<file path="src/hbc_pkg.sv">
// hbc_pkg: types, codes and constants shared by the hashed block buffer cache.
// Depends on nothing.
package hbc_pkg;

    localparam int NUM_BUFFERS_DEF = 32;
    localparam int NUM_BUCKETS_DEF = 29;

    localparam int DEVICE_W = 16;
    localparam int BLOCK_W  = 32;
    localparam int INDEX_W  = 5;
    localparam int BUCKET_W = 5;
    localparam int COUNT_W  = 8;
    localparam int TICK_W   = 32;

    localparam logic [COUNT_W-1:0] COUNT_MAX = '1;

    typedef enum logic [1:0] {
        OP_LOOKUP  = 2'd0,
        OP_PIN     = 2'd1,
        OP_RELEASE = 2'd2,
        OP_NOP     = 2'd3
    } op_t;

    typedef enum logic [1:0] {
        ST_OK    = 2'd0,
        ST_NOBUF = 2'd1,
        ST_UNDER = 2'd2
    } status_t;

    typedef enum logic [2:0] {
        S_IDLE,
        S_MOD,
        S_SCAN,
        S_LK_WB,
        S_RMW_RD,
        S_RMW_WB,
        S_EMIT
    } fsm_t;

    typedef struct packed {
        op_t                 op;
        logic [DEVICE_W-1:0] device;
        logic [BLOCK_W-1:0]  block_number;
        logic [INDEX_W-1:0]  buffer_index;
    } in_req_t;

    typedef struct packed {
        logic [INDEX_W-1:0] result_buffer;
        logic               hit;
        logic               fill_needed;
        status_t            status;
    } out_rsp_t;

    typedef struct packed {
        logic [DEVICE_W-1:0] tag_device;
        logic [BLOCK_W-1:0]  tag_block;
        logic                assigned;
        logic                contents_valid;
        logic [COUNT_W-1:0]  ref_count;
        logic [TICK_W-1:0]   alloc_tick;
        logic [BUCKET_W-1:0] bucket;
    } buf_entry_t;

endpackage

</file>
<file path="src/hbc_store.sv">
// hbc_store: buffer record memory, one write and one registered read per cycle.
// Entries never written read as all zero. Depends on hbc_pkg.
module hbc_store import hbc_pkg::*; #(
    parameter int NUM_BUFFERS = NUM_BUFFERS_DEF,
    parameter int AW          = $clog2(NUM_BUFFERS)
) (
    input  logic          aclk,
    input  logic          aresetn,
    input  logic          rd_en,
    input  logic [AW-1:0] rd_addr,
    output buf_entry_t    rd_data,
    input  logic          wr_en,
    input  logic [AW-1:0] wr_addr,
    input  buf_entry_t    wr_data
);

    buf_entry_t             mem [NUM_BUFFERS];
    buf_entry_t             rd_raw_reg;
    logic                   rd_written_reg;
    logic [NUM_BUFFERS-1:0] written_reg;

    always_ff @(posedge aclk) begin
        if (wr_en) begin
            mem[wr_addr] <= wr_data;
        end
        if (rd_en) begin
            rd_raw_reg <= mem[rd_addr];
        end
    end

    always_ff @(posedge aclk) begin
        if (!aresetn) begin
            written_reg    <= '0;
            rd_written_reg <= 1'b0;
        end else begin
            if (wr_en) begin
                written_reg[wr_addr] <= 1'b1;
            end
            if (rd_en) begin
                rd_written_reg <= written_reg[rd_addr];
            end
        end
    end

    assign rd_data = rd_written_reg ? rd_raw_reg : '0;

endmodule

</file>
<file path="src/hbc_mod.sv">
// hbc_mod: block number modulo bucket count in two registered steps.
// Bytes fold through constant residues of 2^(8k); a reciprocal multiply reduces the sum.
// Depends on hbc_pkg.
module hbc_mod import hbc_pkg::*; #(
    parameter int NUM_BUCKETS = NUM_BUCKETS_DEF
) (
    input  logic                aclk,
    input  logic                aresetn,
    input  logic                start,
    input  logic [BLOCK_W-1:0]  dividend,
    output logic                done,
    output logic [BUCKET_W-1:0] remainder
);

    localparam int FW  = 15;
    localparam int RSH = FW + BUCKET_W;
    localparam int RW  = RSH + 1;
    localparam int QW  = FW + 1;
    localparam int PW  = FW + RW;

    function automatic int pow2_mod(input int e);
        int r;
        r = 1 % NUM_BUCKETS;
        for (int i = 0; i < e; i++) begin
            r = (2 * r) % NUM_BUCKETS;
        end
        return r;
    endfunction

    localparam logic [FW-1:0] RES0    = FW'(pow2_mod(0));
    localparam logic [FW-1:0] RES1    = FW'(pow2_mod(8));
    localparam logic [FW-1:0] RES2    = FW'(pow2_mod(16));
    localparam logic [FW-1:0] RES3    = FW'(pow2_mod(24));
    localparam logic [RW-1:0] RECIP   = RW'((2 ** RSH + NUM_BUCKETS - 1) / NUM_BUCKETS);
    localparam logic [QW-1:0] DIVISOR = QW'(NUM_BUCKETS);

    logic                v1_reg, v1_next;
    logic                done_reg, done_next;
    logic [FW-1:0]       fold_reg, fold_next;
    logic [BUCKET_W-1:0] rem_reg, rem_next;
    logic [FW-1:0]       folded;
    logic [PW-1:0]       prod;
    logic [QW-1:0]       quo, qd, diff;

    always_comb begin
        // folded sum stays below 2^15 for any bucket count up to 32
        folded = FW'(dividend[7:0]) * RES0 + FW'(dividend[15:8]) * RES1 +
                 FW'(dividend[23:16]) * RES2 + FW'(dividend[31:24]) * RES3;
        prod   = PW'(fold_reg) * PW'(RECIP);
        quo    = prod[PW-1:RSH];
        qd     = quo * DIVISOR;
        diff   = QW'(fold_reg) - qd;

        v1_next   = start;
        done_next = v1_reg;
        fold_next = start ? folded : fold_reg;
        rem_next  = v1_reg ? BUCKET_W'(diff) : rem_reg;
    end

    always_ff @(posedge aclk) begin
        if (!aresetn) begin
            v1_reg   <= 1'b0;
            done_reg <= 1'b0;
        end else begin
            v1_reg   <= v1_next;
            done_reg <= done_next;
        end
    end

    always_ff @(posedge aclk) begin
        fold_reg <= fold_next;
        rem_reg  <= rem_next;
    end

    assign done      = done_reg;
    assign remainder = rem_reg;

endmodule

</file>
<file path="src/hashed_block_buffer_cache.sv">
// Hashed block buffer cache: lookup with oldest-allocation-timestamp recycling, pin, release and no-op.
// Lookup: the bucket remainder from hbc_mod, then one pass over the record memory
// (one entry per cycle), then the writeback of the hit or victim entry and the result.
// Pin, release and no-op: read-modify-write of one entry.
// Throughput: one request at a time; the next is taken once the result is registered.
// Reset (synchronous, active low) clears control state and entry valid bits at once.
module hashed_block_buffer_cache import hbc_pkg::*; #(
    parameter int NUM_BUFFERS = NUM_BUFFERS_DEF,
    parameter int NUM_BUCKETS = NUM_BUCKETS_DEF
) (
    input  logic     aclk,
    input  logic     aresetn,
    input  logic     s_valid,
    output logic     s_ready,
    input  in_req_t  s_data,
    output logic     m_valid,
    input  logic     m_ready,
    output out_rsp_t m_data
);

    localparam int AW = $clog2(NUM_BUFFERS);
    localparam int CW = $clog2(NUM_BUFFERS + 1);

    fsm_t                state_reg, state_next;
    in_req_t             req_reg, req_next;
    logic [TICK_W-1:0]   tick_reg, tick_next;
    logic [CW-1:0]       rd_cnt_reg, rd_cnt_next;
    logic                rd_vld_reg, rd_vld_next;
    logic [AW-1:0]       rd_idx_reg, rd_idx_next;
    logic                hit_found_reg, hit_found_next;
    logic [AW-1:0]       hit_idx_reg, hit_idx_next;
    buf_entry_t          hit_entry_reg, hit_entry_next;
    logic                vic_found_reg, vic_found_next;
    logic [AW-1:0]       vic_idx_reg, vic_idx_next;
    logic                vic_own_reg, vic_own_next;
    logic [BUCKET_W-1:0] vic_bucket_reg, vic_bucket_next;
    logic [TICK_W-1:0]   vic_tick_reg, vic_tick_next;
    out_rsp_t            res_reg, res_next;
    logic                m_valid_reg, m_valid_next;
    out_rsp_t            m_data_reg, m_data_next;

    logic                rd_en, wr_en;
    logic [AW-1:0]       rd_addr, wr_addr;
    buf_entry_t          rd_data, wr_data;
    logic                mod_start, mod_done;
    logic [BUCKET_W-1:0] bucket_k;

    logic                accept, issue, in_range, own, tag_match, better;

    hbc_store #(
        .NUM_BUFFERS (NUM_BUFFERS),
        .AW          (AW)
    ) u_store (
        .aclk    (aclk),
        .aresetn (aresetn),
        .rd_en   (rd_en),
        .rd_addr (rd_addr),
        .rd_data (rd_data),
        .wr_en   (wr_en),
        .wr_addr (wr_addr),
        .wr_data (wr_data)
    );

    hbc_mod #(
        .NUM_BUCKETS (NUM_BUCKETS)
    ) u_mod (
        .aclk      (aclk),
        .aresetn   (aresetn),
        .start     (mod_start),
        .dividend  (s_data.block_number),
        .done      (mod_done),
        .remainder (bucket_k)
    );

    assign s_ready   = (state_reg == S_IDLE);
    assign accept    = s_valid && s_ready;
    assign mod_start = accept && (s_data.op == OP_LOOKUP);
    assign issue     = (rd_cnt_reg != CW'(NUM_BUFFERS));
    assign in_range  = (32'(req_reg.buffer_index) < 32'(NUM_BUFFERS));

    assign own       = (rd_data.bucket == bucket_k);
    assign tag_match = rd_data.assigned && own &&
                       (rd_data.tag_device == req_reg.device) &&
                       (rd_data.tag_block == req_reg.block_number);
    assign better    = !vic_found_reg || (own && !vic_own_reg) ||
                       ((own == vic_own_reg) &&
                        ((rd_data.bucket < vic_bucket_reg) ||
                         ((rd_data.bucket == vic_bucket_reg) &&
                          (rd_data.alloc_tick <= vic_tick_reg))));

    always_comb begin
        state_next      = state_reg;
        req_next        = req_reg;
        tick_next       = tick_reg;
        rd_cnt_next     = rd_cnt_reg;
        rd_vld_next     = 1'b0;
        rd_idx_next     = rd_idx_reg;
        hit_found_next  = hit_found_reg;
        hit_idx_next    = hit_idx_reg;
        hit_entry_next  = hit_entry_reg;
        vic_found_next  = vic_found_reg;
        vic_idx_next    = vic_idx_reg;
        vic_own_next    = vic_own_reg;
        vic_bucket_next = vic_bucket_reg;
        vic_tick_next   = vic_tick_reg;
        res_next        = res_reg;
        m_valid_next    = m_valid_reg && !m_ready;
        m_data_next     = m_data_reg;
        rd_en           = 1'b0;
        rd_addr         = AW'(req_reg.buffer_index);
        wr_en           = 1'b0;
        wr_addr         = AW'(req_reg.buffer_index);
        wr_data         = rd_data;

        case (state_reg)
            S_IDLE: begin
                if (accept) begin
                    req_next       = s_data;
                    rd_cnt_next    = '0;
                    hit_found_next = 1'b0;
                    vic_found_next = 1'b0;
                    if (s_data.op == OP_LOOKUP) begin
                        tick_next  = tick_reg + 1'b1;
                        state_next = S_MOD;
                    end else begin
                        state_next = S_RMW_RD;
                    end
                end
            end
            S_MOD: begin
                if (mod_done) begin
                    state_next = S_SCAN;
                end
            end
            S_SCAN: begin
                if (issue) begin
                    rd_en       = 1'b1;
                    rd_addr     = rd_cnt_reg[AW-1:0];
                    rd_vld_next = 1'b1;
                    rd_idx_next = rd_cnt_reg[AW-1:0];
                    rd_cnt_next = rd_cnt_reg + 1'b1;
                end
                if (rd_vld_reg) begin
                    if (tag_match && !hit_found_reg) begin
                        hit_found_next = 1'b1;
                        hit_idx_next   = rd_idx_reg;
                        hit_entry_next = rd_data;
                    end
                    if ((rd_data.ref_count == '0) && better) begin
                        vic_found_next  = 1'b1;
                        vic_idx_next    = rd_idx_reg;
                        vic_own_next    = own;
                        vic_bucket_next = rd_data.bucket;
                        vic_tick_next   = rd_data.alloc_tick;
                    end
                end
                if (!issue && !rd_vld_reg) begin
                    state_next = S_LK_WB;
                end
            end
            S_LK_WB: begin
                res_next.hit         = 1'b0;
                res_next.fill_needed = 1'b0;
                res_next.status      = ST_OK;
                if (hit_found_reg) begin
                    wr_en                  = 1'b1;
                    wr_addr                = hit_idx_reg;
                    wr_data                = hit_entry_reg;
                    wr_data.contents_valid = 1'b1;
                    if (hit_entry_reg.ref_count != COUNT_MAX) begin
                        wr_data.ref_count = hit_entry_reg.ref_count + 1'b1;
                    end
                    res_next.result_buffer = INDEX_W'(hit_idx_reg);
                    res_next.hit           = 1'b1;
                    res_next.fill_needed   = !hit_entry_reg.contents_valid;
                end else if (vic_found_reg) begin
                    wr_en                  = 1'b1;
                    wr_addr                = vic_idx_reg;
                    wr_data.tag_device     = req_reg.device;
                    wr_data.tag_block      = req_reg.block_number;
                    wr_data.assigned       = 1'b1;
                    wr_data.contents_valid = 1'b1;
                    wr_data.ref_count      = COUNT_W'(1);
                    wr_data.alloc_tick     = tick_reg;
                    wr_data.bucket         = bucket_k;
                    res_next.result_buffer = INDEX_W'(vic_idx_reg);
                    res_next.fill_needed   = 1'b1;
                end else begin
                    res_next.result_buffer = '0;
                    res_next.status        = ST_NOBUF;
                end
                state_next = S_EMIT;
            end
            S_RMW_RD: begin
                rd_en      = 1'b1;
                state_next = S_RMW_WB;
            end
            S_RMW_WB: begin
                res_next.result_buffer = req_reg.buffer_index;
                res_next.hit           = 1'b0;
                res_next.fill_needed   = 1'b0;
                res_next.status        = ST_OK;
                if (in_range && (req_reg.op == OP_PIN) &&
                    (rd_data.ref_count != COUNT_MAX)) begin
                    wr_en             = 1'b1;
                    wr_data.ref_count = rd_data.ref_count + 1'b1;
                end
                if (in_range && (req_reg.op == OP_RELEASE)) begin
                    if (rd_data.ref_count == '0) begin
                        res_next.status = ST_UNDER;
                    end else begin
                        wr_en             = 1'b1;
                        wr_data.ref_count = rd_data.ref_count - 1'b1;
                    end
                end
                state_next = S_EMIT;
            end
            S_EMIT: begin
                if (!m_valid_reg || m_ready) begin
                    m_valid_next = 1'b1;
                    m_data_next  = res_reg;
                    state_next   = S_IDLE;
                end
            end
            default: begin
                state_next = S_IDLE;
            end
        endcase
    end

    always_ff @(posedge aclk) begin
        if (!aresetn) begin
            state_reg   <= S_IDLE;
            tick_reg    <= '0;
            rd_vld_reg  <= 1'b0;
            m_valid_reg <= 1'b0;
        end else begin
            state_reg   <= state_next;
            tick_reg    <= tick_next;
            rd_vld_reg  <= rd_vld_next;
            m_valid_reg <= m_valid_next;
        end
    end

    always_ff @(posedge aclk) begin
        req_reg        <= req_next;
        rd_cnt_reg     <= rd_cnt_next;
        rd_idx_reg     <= rd_idx_next;
        hit_found_reg  <= hit_found_next;
        hit_idx_reg    <= hit_idx_next;
        hit_entry_reg  <= hit_entry_next;
        vic_found_reg  <= vic_found_next;
        vic_idx_reg    <= vic_idx_next;
        vic_own_reg    <= vic_own_next;
        vic_bucket_reg <= vic_bucket_next;
        vic_tick_reg   <= vic_tick_next;
        res_reg        <= res_next;
        m_data_reg     <= m_data_next;
    end

    assign m_valid = m_valid_reg;
    assign m_data  = m_data_reg;

    a_accept_leaves_idle: assert property (@(posedge aclk) disable iff (!aresetn)
        s_valid && s_ready |=> state_reg != S_IDLE)
        else $error("request accepted but controller stayed idle");

    a_no_rd_wr_overlap: assert property (@(posedge aclk) disable iff (!aresetn)
        !(rd_en && wr_en))
        else $error("record read and write in the same cycle");

    a_wr_in_writeback: assert property (@(posedge aclk) disable iff (!aresetn)
        wr_en |-> (state_reg == S_LK_WB || state_reg == S_RMW_WB))
        else $error("record write outside a writeback state");

    a_hit_is_ok: assert property (@(posedge aclk) disable iff (!aresetn)
        m_valid && (m_data.hit || m_data.fill_needed) |-> m_data.status == ST_OK)
        else $error("hit or fill reported with an error status");

    a_emit_loads: assert property (@(posedge aclk) disable iff (!aresetn)
        state_reg == S_EMIT && (!m_valid_reg || m_ready) |=> m_valid_reg)
        else $error("result not presented after emit");

endmodule

</file>
<file path="config.mk">
export PLATFORM = sky130hd
export DESIGN_NAME = hashed_block_buffer_cache
export DESIGN_NICKNAME = d
export VERILOG_FILES = /design/src/hbc_pkg.sv /design/src/hbc_store.sv /design/src/hbc_mod.sv /design/src/hashed_block_buffer_cache.sv
export SDC_FILE = /design/constraint.sdc
export NUM_CORES = 2
export LEC_CHECK = 0
export BUFFER_PORTS_ARGS = -buffer_cell sky130_fd_sc_hd__buf_2
export CORE_ASPECT_RATIO = 1.25
export CORE_MARGIN = 2
export CORE_UTILIZATION = 50
export CTS_CLUSTER_SIZE = 25
export DETAILED_ROUTE_END_ITERATION = 8
export PLACE_DENSITY = 0.65
export SLEW_MARGIN = 5
export SYNTH_ARGS = -nofsm -noshare
export SYNTH_HDL_FRONTEND = slang
export SYNTH_SLANG_ARGS = --single-unit
</file>
<file path="constraint.sdc">
create_clock -name aclk -period 10 [get_ports aclk]
set_input_delay 1.5 -clock aclk [delete_from_list [all_inputs] [get_ports aclk]]
set_output_delay 1.5 -clock aclk [all_outputs]
set_load 0.005 [all_outputs]
</file>
# Word level (Yosys, flattened, before mapping)
# Memory sizes are Yosys's and may differ from the RTL's. A register that Yosys moved wholly into a read port is not among the register bits.
# Cells that the tools add are included.
# totals
ff_bits	321
ram_bits	3040
output_inout_bits	11
input_bits	59
mem_count	1
# memory_table
name	words	width	rd	rd_clocked_by_memory_dff	wr	line_no	source
u_store.mem	32	95	1	1	1	hbc_store.sv:17	buf_entry_t mem [NUM_BUFFERS];
# op_classes
multipliers	5
eq_ne	24
addsub	9
reduce_logical	43
mux	56
n_bitwise	1
n_lt_le_gt_ge	5
# op_table
operator	n
2-to-1 mux 95 bit	3
2-to-1 mux 50 bit	1
2-to-1 mux 37 bit	1
2-to-1 mux 5 bit	7
adder 32 x 1 -> 32 bit (second input constant)	1
equality test 32 bit	1
<= comparator 32 bit	1
2-to-1 mux 8 bit	4
OR 32 bit	1
adder 15 x 13 -> 15 bit	2
multiplier 15 x 15 -> 30 bit (second input constant)	1
2-to-1 mux 1 bit	21
one-hot mux 3 bit (6 select lines)	1
one-hot mux 9 bit (2 select lines)	1
adder 8 x 1 -> 8 bit (second input constant)	2
equality test 16 bit	1
!= test 8 bit (second input constant)	2
one-hot mux 8 bit (2 select lines)	1
2-to-1 mux 3 bit	5
adder 8 x 13 -> 14 bit	1
logical AND 1 bit	14
multiplier 8 x 5 -> 13 bit (second input constant)	1
< comparator 5 x 6 -> 1 bit (second input constant)	2
2-to-1 mux 6 bit	2
33 further kinds	66

# Longest topological paths before layout
# logic_depth
ltp_word	10
mapped_depth	31
mapped_depth_nobuf	31

# By module
# From an unflattened synthesis, not the netlist that was laid out.
# hier_totals
hier_cells	6667
area_unflattened_um2	140023.0
# by_module_without_submodules
module	instances	cells_per_inst	area_per_inst_um2	seq_area_each_um2
hbc_store	1	4761	119804.9	94800.9
hashed_block_buffer_cache	1	1231	13405.4	7617.3
hbc_mod	1	675	6812.8	640.6

# Least setup slack after synthesis
# OpenSTA, ideal clock, no wires.
# synth_path
path_kind	reg2reg
start	reg u_mod.fold_reg[12]
end	reg u_mod.rem_reg[4], in the netlist u_mod.remainder[4] (data pin)
stages_incl_launch_ff	30
arrival_time_ps	7251
setup_time_ps	258
n_path_buf	0
setup_slack_ps	2491
path_cell_list	edfxtp_1 fa_1 inv_1 fa_1 inv_1 fa_1 fa_1 fa_1 inv_1 fa_1 inv_1 ha_1 a211oi_1 nor2_1 o32a_1 o21ai_0 nand2b_1 a21o_1 a21oi_1 xnor2_1 ha_1 ha_1 ha_1 xnor2_1 xnor2_1 xnor2_1 xnor2_1 xnor2_1 xnor3_1 xor2_1
# synth_between
elab_chain_len	3
# synth_rtl
element	line_no	source
start, declared	hbc_mod.sv:39	logic [FW-1:0] fold_reg, fold_next;
start signal, assigned	hbc_mod.sv:71	fold_reg <= fold_next;
multiplier 15 x 15 -> 30 bit	hbc_mod.sv:49	prod = PW'(fold_reg) * PW'(RECIP);
multiplier 11 x 5 -> 5 bit	hbc_mod.sv:51	qd = quo * DIVISOR;
subtractor 5 bit	hbc_mod.sv:52	diff = QW'(fold_reg) - qd;
named net u_mod.diff[4]	hbc_mod.sv:43	logic [QW-1:0] quo, qd, diff;
end signal, assigned	hbc_mod.sv:72	rem_reg <= rem_next;
end, declared	hbc_mod.sv:40	logic [BUCKET_W-1:0] rem_reg, rem_next;
# The timed path passes the listed nets, and every way through them passes these cells.
# A chain may end at the register's enable or synchronous reset.

# Worst setup path in the final report
# Ends and elaborated chain as after synthesis.

==> summary by stage <==
Outcome
The run finished with clean final reports.

Yosys
The register bit count reported by yosys is 3456. The number of flops mapped to enable cells by yosys is 3384. The number of nets in the synthesized netlist is 8207. Among all flip-flop cells after synthesis, the most frequent one is sky130_fd_sc_hd__edfxtp_1.

The register area share after synthesis is 73.1%. The number of instances in the synthesized netlist is 7838. Counting flops with an async set or reset pin after synthesis yields a share of 0%.

The summed instance area of the synthesized netlist is 141000 sq um. Yosys mapped the design onto 67 distinct sky130hd cell types. The average instance in the mapped netlist occupies 18.0 sq um. The count of synthesis-stage warnings from yosys is 0.

Critical path
The path type of the worst setup path is register to register. The worst setup path is launched from a register. Data on the critical path arrives at its endpoint at 8660 ps. For the worst flop-to-flop path, the logic depth is 29. The critical path's largest stage delay is 580 ps.

At the worst endpoint, the required time is 10630 ps. The worst flop-to-flop path startpoint is u_mod.fold_reg[12]. Along the worst path, the maximum fanout reaches 6. The minimum setup slack among reg-to-reg paths is 1980 ps. The critical path's slowest cell is sky130_fd_sc_hd__fa_1. STA classifies the critical path endpoint as a register. In this run the critical register-to-register path is captured at u_mod.remainder[4].

Min path
The number of cells on the worst hold path is 0. The path with the worst hold slack has its endpoint at m_data[0]. In this run the most critical hold path is launched from res_reg[0]. The path class of the tightest hold or removal check is register to register.

Placed design
The number of I/O port buffers is 69. The estimated wirelength of the detail-placed design is 195000 microns. The placer's final routability congestion estimate is 0.832.

CTS
The number of clock sinks seen by CTS is 3456. Counting along the longest clock path gives a buffer depth of 4. The buffer count from post-CTS setup fixing is 0. The total CTS buffers is 331.

For the worst-skew pair, the clock arrives at the later sink with an insertion delay of 890 ps. The clock transition at the registers of the reported paths is 60 ps. In this run the clock root is driven by a sky130_fd_sc_hd__clkbuf_16. The number of hold-repair buffers added at the cts stage is 0. The number of levels the H-tree was split into is 5. The TritonCTS clock tree is built. Post-CTS repair changed the size of 0 cells.

STA
The setup total negative slack is 0 ps. Based on the critical path, the design can be clocked at up to 125 MHz. The tightest hold path in the finished design has a slack of 399 ps.

The number of endpoints with negative hold slack in the final report is 0. For the pin with the worst max-slew slack, the measured transition is 1330 ps. The headroom to the max-slew limit is 11.4%. The final number of max-transition violations is 0. The count of endpoints failing setup in the final report is 0. Setup repair after global routing left no endpoint under its margin. After layout, the worst path uses 80.2% of the clock period. The clock skew after layout is 52.8 ps.

The final critical delay including setup and external delays is 8020 ps.

Final layout
The area added between synthesis and finish is 11.7%. The flip-flop count of the largest register, all copies and words added is 3040. The share of post-route cells with drive strength above 1 is 19.3%. Cells fill 55.9% of the core in the end.

The net count of the finished layout is 8402.

Detailed routing
For this block, the via count after detailed routing is 75800. The number of DRC violations after detailed routing is 0. In this run, the number of DRC markers left after iteration 0 of detailed routing was 9849. The via count normalized by instance count is 6.30. The detailed-route wire length is 381000 microns. The number of iterations in the first detailed-routing pass is 6. The post-detailed-route count of antenna-violating nets is 0. The average detailed-routed wire length per instance is 31.7 microns.

Global route
The first global-routing pass estimated 548000 microns of wire. The number of antenna violations at the first check in global routing is 6. The total global routing track utilization is 26.5%. The number of global-route vias before repair is 76900. The total overflow left after global routing is 0. The pin count of the biggest net entering global routing is 134.

Floorplan
The initial core utilization is 50.1%. For this design the top-level I/O count stands at 70. The standard-cell row count is 218. The vertical die dimension is 598 microns.

The die extent in x is 479 microns. The core box area is 281000 sq um. The die covers 286000 sq um.

Run
Across the run, the number of max-cap violations was 0.

Power and ir drop
The leakage power is 53.3 nW. The power per unit of standard cell area is 294 nW/um^2. The worst-case vdd ir drop is 0.00204 V.
[through the flow]
step           area, sq um  cells  total power, W  worst slack (ps)
6_report            157000  12000          0.0463              1980
5_1_grt             157000  12000          0.0486              1340
4_1_cts             157000  12000          0.0468              1880
3_5_place_dp        147000  11400          0.0343              1880
3_3_place_gp        147000  11400          0.0343              1860
2_1_floorplan       141000   7838          0.0310              2490
[cells by family after synthesis]
logic type | count (synthesis) | synth area share, %
compound gates | 610 | 2.71
xor+xnor | 130 | 0.817
fa+ha+maj | 310 | 3.28
buf+inv | 704 | 2.02
flops | 3456 | 73.1
mux | 780 | 12.4
simple gates | 1848 | 5.74
[critical path: cells and delay by family (launching register included)]
family          cells  cell delay (ps)
compound gates      5             1380
xor+xnor            8             1340
fa+ha+maj          10             4100
buf+inv             4              220
flops               1              540
simple gates        2              240
[routing by layer]
layer  share of wire (%)  track usage (%)
met2                  50             44.7
met4                 3.3             8.36
met1                  39             35.8
met5              0.0068                0
met3                 7.9             3.75
[layout by cell type, fill, tap and decap left out, drive strengths merged, types with 26 or more instances in the layout]
master  count
edfxtp   3384
nand2     967
mux4      768
nand3     506
clkbuf    423
inv       304
buf       272
o21ai     235
ha        210
nor2      169
a22oi     129
clkinv    109
fa        100
dfxtp      72
a21oi      70
xnor2      69
xor2       60
and2       60
a31oi      49
o21a       38
bufinv     34
nand4      31
and3       26
[synth_stat cells (3+ instances only)]
cell type | instances | share of area [%]
sky130_fd_sc_hd__a211o_1 | 5 | 0.031
sky130_fd_sc_hd__a211oi_1 | 4 | 0.021
sky130_fd_sc_hd__a21boi_0 | 5 | 0.027
sky130_fd_sc_hd__a21o_1 | 25 | 0.13
sky130_fd_sc_hd__a21oi_1 | 70 | 0.25
sky130_fd_sc_hd__a221oi_1 | 8 | 0.050
sky130_fd_sc_hd__a22oi_1 | 129 | 0.69
sky130_fd_sc_hd__a31oi_1 | 49 | 0.22
sky130_fd_sc_hd__and2_1 | 60 | 0.27
sky130_fd_sc_hd__and3_1 | 26 | 0.12
sky130_fd_sc_hd__buf_1 | 60 | 0.16
sky130_fd_sc_hd__buf_2 | 83 | 0.29
sky130_fd_sc_hd__buf_4 | 28 | 0.15
sky130_fd_sc_hd__clkbuf_1 | 239 | 0.64
sky130_fd_sc_hd__dfxtp_1 | 72 | 1.0
sky130_fd_sc_hd__edfxtp_1 | 3384 | 72
sky130_fd_sc_hd__fa_1 | 100 | 1.4
sky130_fd_sc_hd__ha_1 | 210 | 1.9
sky130_fd_sc_hd__inv_1 | 293 | 0.78
sky130_fd_sc_hd__mux2i_1 | 10 | 0.071
sky130_fd_sc_hd__mux4_2 | 768 | 12
sky130_fd_sc_hd__nand2_1 | 967 | 2.6
sky130_fd_sc_hd__nand2b_1 | 13 | 0.058
sky130_fd_sc_hd__nand3_1 | 506 | 1.8
sky130_fd_sc_hd__nand3b_1 | 8 | 0.043
sky130_fd_sc_hd__nand4_1 | 31 | 0.14
sky130_fd_sc_hd__nor2_1 | 169 | 0.45
sky130_fd_sc_hd__nor2b_1 | 7 | 0.031
sky130_fd_sc_hd__nor3_1 | 20 | 0.071
sky130_fd_sc_hd__nor3b_1 | 3 | 0.016
sky130_fd_sc_hd__nor4_1 | 7 | 0.031
sky130_fd_sc_hd__o211ai_1 | 6 | 0.032
sky130_fd_sc_hd__o21a_1 | 38 | 0.20
sky130_fd_sc_hd__o21ai_0 | 138 | 0.49
sky130_fd_sc_hd__o21ai_1 | 97 | 0.34
sky130_fd_sc_hd__o21bai_1 | 6 | 0.032
sky130_fd_sc_hd__o221ai_1 | 6 | 0.037
sky130_fd_sc_hd__o22ai_1 | 3 | 0.013
sky130_fd_sc_hd__o31ai_1 | 3 | 0.016
sky130_fd_sc_hd__or2_2 | 4 | 0.018
sky130_fd_sc_hd__or3_1 | 18 | 0.080
sky130_fd_sc_hd__xnor2_1 | 69 | 0.43
sky130_fd_sc_hd__xor2_1 | 60 | 0.37
[where the power goes]
group	switching [W]	leakage, nW	internal [W]
Combinational	0.00921	16.1	0.00761
Clock	0.00536	5.15	0.00716
Sequential	0.000176	32.1	0.0167
[worst max-delay path by stage]
stage,depth (start not counted),from,to,slack (ps)
floorplan,29,u_mod.fold_reg[12],u_mod.remainder[4],2490
global placement,29,u_mod.fold_reg[12],u_mod.remainder[4],1860
detailed placement,29,u_mod.fold_reg[12],u_mod.remainder[4],1880
CTS,29,u_mod.fold_reg[12],u_mod.remainder[4],1880
global route,29,u_mod.fold_reg[12],u_mod.remainder[4],1340
finish,29,u_mod.fold_reg[12],u_mod.remainder[4],1980
[cell type report]
type,instances,area [sq um]
repair buffers,272,2260
clock buffers,423,8870
multi-input cells,3678,35700
inverters,294,1100
flip-flops and latches,3456,103000
clock inverters,164,1760
well taps,3740,4680
diodes,5,12.5
fillers,21300,124000
No activity file was read; power rests on OpenSTA's default activity.
